===== config.mk =====
export PLATFORM = sky130hd
export DESIGN_NAME = handheld_console_timer_divider
export DESIGN_NICKNAME = d
export VERILOG_FILES = /design/src/hctd_pkg.sv /design/src/handheld_console_timer_divider.sv /design/src/hctd_core.sv
export SDC_FILE = /design/constraint.sdc
export NUM_CORES = 1
export LEC_CHECK = 0
export BUFFER_PORTS_ARGS = -buffer_cell sky130_fd_sc_hd__buf_2
export CORE_ASPECT_RATIO = 0.7
export CORE_MARGIN = 2
export CORE_UTILIZATION = 54
export CTS_CLUSTER_SIZE = 10
export DETAILED_ROUTE_END_ITERATION = 6
export PLACE_DENSITY = 0.76
export SETUP_SLACK_MARGIN = 0.1
export SLEW_MARGIN = 40
export SYNTH_ARGS = -nofsm -noshare
export SYNTH_HDL_FRONTEND = slang
export SYNTH_SLANG_ARGS = --single-unit

===== constraint.sdc =====
create_clock -name clock -period 4.21 [get_ports clock]
set_clock_uncertainty 0.15 [all_clocks]
set_input_delay 0.421 -clock clock [delete_from_list [all_inputs] [get_ports clock]]
set_output_delay 0.421 -clock clock [all_outputs]
set_load 0.01 [all_outputs]

===== src/hctd_pkg.sv =====
package hctd_pkg;

   typedef enum logic [1:0] {
      CMD_TICK  = 2'd0,
      CMD_READ  = 2'd1,
      CMD_WRITE = 2'd2
   } cmd_type;

   localparam logic [1:0] REG_DIVIDER = 2'd0;
   localparam logic [1:0] REG_COUNTER = 2'd1;
   localparam logic [1:0] REG_RELOAD  = 2'd2;
   localparam logic [1:0] REG_CONTROL = 2'd3;

   // control bits 1:0 pick the prescaler period
   localparam logic [1:0] PERIOD_1024 = 2'd0;
   localparam logic [1:0] PERIOD_16   = 2'd1;
   localparam logic [1:0] PERIOD_64   = 2'd2;
   localparam logic [1:0] PERIOD_256  = 2'd3;

   localparam int CTRL_ENABLE_BIT = 2;
   localparam int PRESCALE_W      = 10;
   localparam int CYCLES_W        = 9;

   typedef struct packed {
      cmd_type     command;
      logic [1:0]  register_select;
      logic [7:0]  write_data;
      logic [7:0]  cycle_count;
   } item_type;

   typedef struct packed {
      logic [7:0]  read_data;
      logic        timer_interrupt;
   } result_type;

endpackage


===== src/handheld_console_timer_divider.sv =====
// Flow: an accepted item is held in the input register; when it advances it is
// applied to the timer state and its result is registered, which raises rsp_valid.
// Throughput: one item per cycle while rsp_stall is low.
// Reset (synchronous, active high) clears the timer state registers, the
// double-speed bit and both pipeline valid flags.
module handheld_console_timer_divider #(
   parameter int DIVIDER_PERIOD = 256
) (
   input  logic        clock,
   input  logic        reset,

   input  logic        req_valid,
   output logic        req_stall,
   input  logic [1:0]  req_command,
   input  logic [1:0]  req_register_select,
   input  logic [7:0]  req_write_data,
   input  logic [7:0]  req_cycle_count,

   output logic        rsp_valid,
   input  logic        rsp_stall,
   output logic [7:0]  rsp_read_data,
   output logic        rsp_timer_interrupt,

   input  logic        csr_write_enable,
   input  logic        csr_write_data
);

   logic                  in_valid_ff, in_valid_in;
   hctd_pkg::item_type    item_ff;
   logic                  out_valid_ff, out_valid_in;
   hctd_pkg::result_type  result_ff;
   hctd_pkg::result_type  core_result;
   logic                  double_speed_ff;
   logic                  advance;
   logic                  accept;

   // item moves into the result register when that register is free or draining
   assign advance   = in_valid_ff && (!out_valid_ff || !rsp_stall);
   assign req_stall = in_valid_ff && !advance;
   assign accept    = req_valid && !req_stall;

   always_comb begin
      in_valid_in = in_valid_ff;
      if (accept) begin
         in_valid_in = 1'b1;
      end else if (advance) begin
         in_valid_in = 1'b0;
      end

      out_valid_in = out_valid_ff;
      if (advance) begin
         out_valid_in = 1'b1;
      end else if (!rsp_stall) begin
         out_valid_in = 1'b0;
      end
   end

   always_ff @(posedge clock) begin
      if (reset) begin
         in_valid_ff     <= 1'b0;
         out_valid_ff    <= 1'b0;
         double_speed_ff <= 1'b0;
      end else begin
         in_valid_ff  <= in_valid_in;
         out_valid_ff <= out_valid_in;
         if (csr_write_enable) begin
            double_speed_ff <= csr_write_data;
         end
      end
   end

   always_ff @(posedge clock) begin
      if (accept) begin
         item_ff.command         <= hctd_pkg::cmd_type'(req_command);
         item_ff.register_select <= req_register_select;
         item_ff.write_data      <= req_write_data;
         item_ff.cycle_count     <= req_cycle_count;
      end
      if (advance) begin
         result_ff <= core_result;
      end
   end

   hctd_core #(
      .DIVIDER_PERIOD(DIVIDER_PERIOD)
   ) u_core (
      .clock        (clock),
      .reset        (reset),
      .fire         (advance),
      .double_speed (double_speed_ff),
      .item         (item_ff),
      .result       (core_result)
   );

   assign rsp_valid           = out_valid_ff;
   assign rsp_read_data       = result_ff.read_data;
   assign rsp_timer_interrupt = result_ff.timer_interrupt;

endmodule


===== src/hctd_core.sv =====
module hctd_core #(
   parameter int DIVIDER_PERIOD = 256
) (
   input  logic                  clock,
   input  logic                  reset,
   input  logic                  fire,
   input  logic                  double_speed,
   input  hctd_pkg::item_type    item,
   output hctd_pkg::result_type  result
);

   localparam int ACC_W = $clog2(DIVIDER_PERIOD);
   localparam int SUM_W = ((ACC_W > hctd_pkg::CYCLES_W) ? ACC_W : hctd_pkg::CYCLES_W) + 1;
   localparam int PRE_SUM_W = hctd_pkg::PRESCALE_W + 1;

   logic [7:0]                        divider_ff, divider_in;
   logic [ACC_W-1:0]                  div_acc_ff, div_acc_in;
   logic [7:0]                        timer_ff, timer_in;
   logic [7:0]                        reload_ff, reload_in;
   logic [7:0]                        control_ff, control_in;
   logic [hctd_pkg::PRESCALE_W-1:0]   prescale_ff, prescale_in;

   logic [hctd_pkg::CYCLES_W-1:0]     cycles;
   logic [SUM_W-1:0]                  div_sum;
   logic [PRE_SUM_W-1:0]              pre_sum;
   logic [6:0]                        passed;
   logic [hctd_pkg::PRESCALE_W-1:0]   pre_rem;
   logic [8:0]                        timer_sum;
   logic                              tick_irq;

   always_comb begin
      cycles  = double_speed ? {item.cycle_count, 1'b0} : {1'b0, item.cycle_count};
      div_sum = SUM_W'(div_acc_ff) + SUM_W'(cycles);
      pre_sum = PRE_SUM_W'(prescale_ff) + PRE_SUM_W'(cycles);

      unique case (control_ff[1:0])
         hctd_pkg::PERIOD_1024: begin
            passed  = 7'(pre_sum >> 10);
            pre_rem = 10'(pre_sum & 11'h3FF);
         end
         hctd_pkg::PERIOD_16: begin
            passed  = 7'(pre_sum >> 4);
            pre_rem = 10'(pre_sum & 11'h00F);
         end
         hctd_pkg::PERIOD_64: begin
            passed  = 7'(pre_sum >> 6);
            pre_rem = 10'(pre_sum & 11'h03F);
         end
         default: begin
            passed  = 7'(pre_sum >> 8);
            pre_rem = 10'(pre_sum & 11'h0FF);
         end
      endcase

      // passed is zero unless a period completed, so no extra test needed
      timer_sum = {1'b0, timer_ff} + 9'(passed);
   end

   always_comb begin
      divider_in  = divider_ff;
      div_acc_in  = div_acc_ff;
      timer_in    = timer_ff;
      reload_in   = reload_ff;
      control_in  = control_ff;
      prescale_in = prescale_ff;
      tick_irq    = 1'b0;
      result      = '0;

      unique case (item.command)
         hctd_pkg::CMD_TICK: begin
            divider_in = divider_ff + 8'(div_sum >> ACC_W);
            div_acc_in = div_sum[ACC_W-1:0];
            if (control_ff[hctd_pkg::CTRL_ENABLE_BIT]) begin
               prescale_in = pre_rem;
               if (timer_sum[8]) begin
                  timer_in = reload_ff;
                  tick_irq = 1'b1;
               end else begin
                  timer_in = timer_sum[7:0];
               end
            end
            result.timer_interrupt = tick_irq;
         end
         hctd_pkg::CMD_READ: begin
            unique case (item.register_select)
               hctd_pkg::REG_DIVIDER: result.read_data = divider_ff;
               hctd_pkg::REG_COUNTER: result.read_data = timer_ff;
               hctd_pkg::REG_RELOAD:  result.read_data = reload_ff;
               default:               result.read_data = control_ff;
            endcase
         end
         hctd_pkg::CMD_WRITE: begin
            unique case (item.register_select)
               hctd_pkg::REG_DIVIDER: begin
                  // written byte is ignored, divider just clears
                  divider_in = '0;
                  div_acc_in = '0;
               end
               hctd_pkg::REG_COUNTER: timer_in   = item.write_data;
               hctd_pkg::REG_RELOAD:  reload_in  = item.write_data;
               default:               control_in = item.write_data;
            endcase
         end
         default: ;
      endcase
   end

   always_ff @(posedge clock) begin
      if (reset) begin
         divider_ff  <= '0;
         div_acc_ff  <= '0;
         timer_ff    <= '0;
         reload_ff   <= '0;
         control_ff  <= '0;
         prescale_ff <= '0;
      end else if (fire) begin
         divider_ff  <= divider_in;
         div_acc_ff  <= div_acc_in;
         timer_ff    <= timer_in;
         reload_ff   <= reload_in;
         control_ff  <= control_in;
         prescale_ff <= prescale_in;
      end
   end

endmodule

==> flow_summary_export.csv, run 1 <==
group,metric,value,unit
critical_path,crit_arrival,4390,ps
status,outcome,"finished, violations left",
synthesis,synth-edff-count,29,
job,drv_cap,0,
clock_tree,clock_latency,350,ps
timing,tns,-84.42,ps
grt,grt_overflow_total,0,
layout,finish.net_count,580,
die,std_cell_rows,28,
worst_hold_path,hold_path.class,"input port to flop",
placed_design,postPlaceCellArea,5062,um2
clock_tree,root_buffer,"clkbuf_16",
die,initial_core_util,55.52,%
timing,worstMarginPinSlew,784.5,ps
route,via_per_inst,6.060,
die,die_x,115.1,um
synthesis,synth_seq_cells,82,
route,drt_iter0_markers,343,
grt,grtUsageMet2,40.24,%
critical_path,crit_slowest_cell,"dfxtp_4",
status,violations,"setup timing",
synthesis,async_flop_share,0,%
power_and_ir_drop,total_power,1.806,mW
timing,fin_crit,4259,ps
critical_path,r2r_cells,18,
power_and_ir_drop,ir_drop,0.1854,mV
synthesis,syn_area_per_cell,10.13,um2
timing,setup_violations,3,
route,vias,3842,
worst_hold_path,min_delay_path_depth,1,
layout,fillers,650,
route,wl,11.94,mm
synthesis,synth_area,4668,um2
grt,grtUsageMet3,7.232,%
synthesis,synth_cells,461,
route,routedWlPerCell,18.84,um
layout,drive_above_1_share,28.73,%
synthesis,synth.net_count,517,
layout,fin_cells,634,
synthesis,synth_flop_cell,"dfxtp_1",
critical_path,crit_path_start_kind,"flop",
synthesis,ys_warn_count,0,
layout,final_cell_area,5618,um2
timing,finalCritPeriodShare,101.2,%
timing,fmax,234.8,MHz
die,die_h,81.79,um
die,io_pins,37,
clock_tree,cts-htree-levels,3,
critical_path,cp_max_fo,6,
layout,antenna_cells,0,
grt,grt_pass1_vias,3715,
clock_tree,cts_num_sinks,82,
die,core_area,8408,um2
critical_path,path_common_cell,"buf_4",
critical_path,crit_type,"flop to flop",
placed_design,gp_congestion,0.9185,
grt,antenna_found_initial,0,
clock_tree,cts_tree,"yes",
clock_tree,clock_path_buffers,2,
critical_path,crit_path_max_incr_delay,390,ps
layout,synthToLayoutAreaGrowth,20.34,%
clock_tree,numCtsBuffers,9,
critical_path,endpoint_kind,"flop",
critical_path,cp.required,4340,ps
timing,holdWs,87.43,ps
timing,fin_ws,-49.31,ps
placed_design,placed_cells,607,
placed_design,io_buffers,36,
critical_path,crit_chain,"buf_4 > mux2_2 > ha_1 > a21oi_1 > nand2_1 > o211a_1 > o21ai_2 > or2_1 > a22oi_1 > ha_2 > fa_2 > a211oi_4 > buf_4 > o21ai_4 > o311ai_4 > mux2i_1 > a211o_1 > a21oi_2",
synthesis,yosysSeqAreaShare,41.38,%
grt,grt.total_usage,26.35,%
power_and_ir_drop,p_per_area,321.5,nW/um2
grt,met1_usage,36.64,%
timing,rsz0062_at_grt,"yes",
layout,final_common_cell,"nor2_1",
die,design.die.area,9416,um2
synthesis,synthDistinctLibCells,69,
power_and_ir_drop,leakage,2.362,nW
grt,grt_max_degree,46,
route,antenna_left,0,
timing,hold_violations,0,
clock_tree,path_clk_slew,70,ps
timing,max_slew_margin,47.70,%
layout,mostFrequentLayoutCells,"58 x nor2_1, 52 x dfxtp_1, 35 x buf_2",
grt,grt_first_pass_wirelength,18.52,mm
grt,grt_busiest_layer,"met2",
placed_design,dp_hpwl,7.846,mm
route,dr.pass1.iters,6,
route,drc_errors,0,
timing,slew_violations,0,
routing by layer:
metal	vias up	wire length (um)
met4	0	237
met2	178	5328
met3	24	1021
li1	1817	-
met1	1823	5357
met5	-	0
state kept, by name, summed over array words and instances (netlist names):
name,flops
rsp_valid,1
u_core.reload_ff,8
item_ff,20
in_valid_ff,1
u_core.control_ff,8
u_core.prescale_ff,10
rsp_timer_interrupt,1
rsp_read_data,8
double_speed_ff,1
u_core.divider_ff,8
u_core.timer_ff,8
u_core.div_acc_ff,8
logic make-up after synthesis:
| kind of cell | Yosys count | synth area share (%) |
|---|---|---|
| buf+inv | 31 | 3.377 |
| compound gates | 110 | 16.64 |
| fa+ha+maj | 30 | 8.684 |
| xor+xnor | 18 | 3.377 |
| simple gates | 152 | 16.08 |
| mux | 38 | 10.45 |
| flops | 82 | 41.38 |
area by class of cell:
class	instances	area, um2	area share, %
inverters	12	45.04	0.8018
clock inverters	6	43.79	0.7795
multi-input cells	348	2751	48.98
well taps	105	131.4	2.339
flip-flops and latches	82	1936	34.45
clock buffers	10	250.2	4.454
repair buffers	71	460.4	8.196
through the flow:
stage	worst slack (ps)	util [%]
2_1_floorplan	100.6	-
3_3_place_gp	-3.678	60.18
3_5_place_dp	-113.3	60.21
4_1_cts	109.2	65.22
5_1_grt	-167.5	66.82
6_report	-49.31	66.82
cell usage after synthesis, types with 8 or more instances:
cell type	count	area [um2]
a21oi_1	31	155.2
a22oi_1	8	60.06
clkbuf_1	8	30.03
dfxtp_1	53	1061
edfxtp_1	29	870.8
ha_1	26	325.3
inv_1	11	41.29
mux2i_1	24	240.2
mux4_2	8	180.2
nand2_1	26	97.59
nor2_1	60	225.2
nor2b_1	15	93.84
nor3_1	10	50.05
o21ai_1	11	55.05
xnor2_1	11	96.34
what timing repair did:
| item | 4_1_cts | 5_1_grt |
|---|---|---|
| gates resized for setup | 19 | 25 |
| cloned | 0 | 0 |
| buffers inserted | 6 | 6 |
| endpoints found under the setup margin | 8 | 11 |
| hold buffers | 0 | 0 |
| pin swaps | 9 | 15 |
worst max-delay path, delay by kind of cell (launching register included):
kind                       cells  cell delay [ps]
AOI/OAI and AO/OA              9             1680
adders and majority gates      3              910
muxes                          2              530
DFF                            1              390
buffers and inverters          2              300
and+or+nand+nor                2              220
final timing paths:
kind,endpoint,slack [ps],startpoint
max,u_core.timer_ff[0],-50,double_speed_ff
min,item_ff[13],90,req_write_data[5]
max reg2reg,u_core.timer_ff[0],-50,double_speed_ff
min reg2reg,u_core.div_acc_ff[0],320,u_core.div_acc_ff[0]
where the power goes:
part	total, mW	internal [mW]	leakage [nW]	switching [mW]
combinational	0.159	0.0724	1.50	0.0861
sequential	0.863	0.841	0.709	0.0217
clock	0.785	0.441	0.150	0.343
No activity file was read; power rests on OpenSTA's default activity.
==> run 2: changes to the inputs <==
--- a/config.mk
+++ b/config.mk
@@ -15,2 +15,3 @@
 export SETUP_SLACK_MARGIN = 0.1
+export SKIP_CTS_REPAIR_TIMING = 1
 export SLEW_MARGIN = 40
--- a/constraint.sdc
+++ b/constraint.sdc
@@ -4,2 +4,2 @@
 set_output_delay 0.421 -clock clock [all_outputs]
-set_load 0.01 [all_outputs]
+set_load 0.05 [all_outputs]
==> flow_summary_export.csv, run 2 (synthesis results as in run 1) <==
group,metric,value,unit
grt,antenna_found_initial,0,
clock_tree,cts_tree,"yes",
critical_path,cp.required,4340,ps
clock_tree,path_clk_slew,70,ps
route,wl,11.71,mm
layout,largest_reg_flops,20,
layout,final_cell_area,5640,um2
grt,grt.total_usage,25.54,%
job,drv_cap,0,
layout,top_regs,"item_ff x20, u_core.prescale_ff x10",
die,die_x,115.1,um
timing,rsz0062_at_grt,"yes",
route,antenna_left,0,
grt,grt_pass1_vias,3605,
layout,largest_register,"item_ff",
grt,grt_max_degree,46,
die,std_cell_rows,28,
placed_design,dp_hpwl,7.846,mm
clock_tree,clock_latency,350,ps
layout,finish.net_count,580,
critical_path,crit_arrival,4310,ps
power_and_ir_drop,p_per_area,322.8,nW/um2
power_and_ir_drop,ir_drop,0.1867,mV
route,drt_iter0_markers,301,
route,routedWlPerCell,18.47,um
layout,drive_above_1_share,30.06,%
clock_tree,numCtsBuffers,9,
layout,fin_cells,634,
placed_design,gp_congestion,0.9185,
placed_design,place_ws,-113.3,ps
timing,slew_violations,0,
die,core_area,8408,um2
clock_tree,clock_path_buffers,2,
critical_path,cp_max_fo,6,
layout,final_common_cell,"nor2_1",
grt,grt_first_pass_wirelength,17.93,mm
critical_path,crit_chain,"buf_6 > nor2b_4 > ha_4 > inv_2 > fa_2 > nor2b_2 > o31a_1 > nand3b_1 > nand4_1 > a21oi_2 > a22oi_2 > ha_2 > fa_2 > a211oi_4 > nor2_4 > a21oi_2 > o22ai_1 > or4_1 > a21oi_1",
die,design.die.area,9416,um2
power_and_ir_drop,leakage,2.377,nW
critical_path,reg2reg_slack,30,ps
clock_tree,cts_num_sinks,82,
clock_tree,cts-htree-levels,3,
route,drc_errors,0,
worst_hold_path,holdCritStartpoint,"req_write_data[5]",
critical_path,crit_slowest_cell,"or4_1",
timing,hold_violations,0,
layout,synthToLayoutAreaGrowth,20.83,%
layout,fin_util,67.08,%
critical_path,cp-startpoint,"double_speed_ff",
layout,mostFrequentLayoutCells,"58 x nor2_1, 52 x dfxtp_1, 35 x buf_2",
grt,grt_overflow_total,0,
timing,setup_violations,0,
route,vias,3817,
timing,max_slew_margin,47.19,%
critical_path,crit_path_max_incr_delay,470,ps
layout,fillers,649,
timing,fin_ws,32.15,ps
placed_design,placed_cells,607,
critical_path,path_buf_inv,2,
timing,finalCritPeriodShare,99.24,%
placed_design,io_buffers,36,
clock_tree,root_buffer,"clkbuf_16",
timing,fmax,239.4,MHz
die,die_h,81.79,um
die,io_pins,37,
route,via_per_inst,6.021,
layout,antenna_cells,0,
worst_hold_path,hold_path.class,"input port to flop",
critical_path,cp_top_family,"compound AO/OA/AOI/OAI gates",
timing,fin_crit,4178,ps
critical_path,crit_path_start_kind,"flop",
placed_design,postPlaceCellArea,5062,um2
critical_path,endpoint_kind,"flop",
critical_path,crit_type,"flop to flop",
timing,worstMarginPinSlew,792.2,ps
die,initial_core_util,55.52,%
critical_path,r2r_start,"double_speed_ff",
route,dr.pass1.iters,5,
status,outcome,"complete, no violations",
-- run 2: changes by cell type in the layout (fill, tap and decap cells not counted), moves of 2 or more --
cell / delta
o21ai_1: -3
o21ai_2: +3
a21oi_1: -2
a21oi_2: +2
a22oi_1: -2
a22oi_2: +2
-- run 2: worst paths after layout --
check / cells after the start / endpoint
worst max-delay path: 19 / u_core.timer_ff[6]
worst min-delay path: 1 / item_ff[13]
worst max register to register: 19 / u_core.timer_ff[6]
worst min register to register: 2 / u_core.div_acc_ff[0]
-- run 2: report_power, final --
part	internal [mW]	switching (mW)	total, mW
Combinational	0.0730	0.0992	0.172
Clock	0.442	0.345	0.786
Sequential	0.841	0.0215	0.862
-- run 2: worst reg2reg max path, cell delays in order, from the launching register on --
cell      delay (ps)
dfxtp_4          370
buf_6            130
nor2b_4          140
ha_4             150
inv_2             40
fa_2             370
nor2b_2          140
o31a_1           240
nand3b_1         130
nand4_1          150
a21oi_2          170
a22oi_2           90
ha_2             230
fa_2             400
a211oi_4         310
nor2_4            80
a21oi_2          150
o22ai_1           80
or4_1            470
a21oi_1          130
-- run 2: layout make-up --
class	instances	area (um2)	area share, %
Multi-Input combinational cell	348	2774	49.18
Sequential cell	82	1936	34.32
Timing Repair Buffer	71	460.4	8.163
Clock buffer	10	250.2	4.437
Tap cell	105	131.4	2.329
Inverter	12	45.04	0.7986
Clock inverter	6	43.79	0.7764
-- run 2: per-layer routing --
metal,routed length [um],vias to the layer above,part of all wire (%),track usage [%]
met5,0,-,0,0
met4,177,0,1.5,7.831
met3,1180,15,10,7.454
met2,5081,179,43,37.82
met1,5267,1813,45,36.26
li1,-,1810,-,-
-- run 2: per-stage QoR --
stage          setup TNS, ps  total power, mW  hold WS (ps)
2_1_floorplan              0           0.9800         284.8
3_3_place_gp          -3.678            1.030         293.6
3_5_place_dp          -293.2            1.035         304.5
4_1_cts               -591.5            1.814         85.37
5_1_grt               -461.0            1.876         83.72
6_report                   0            1.821         89.35
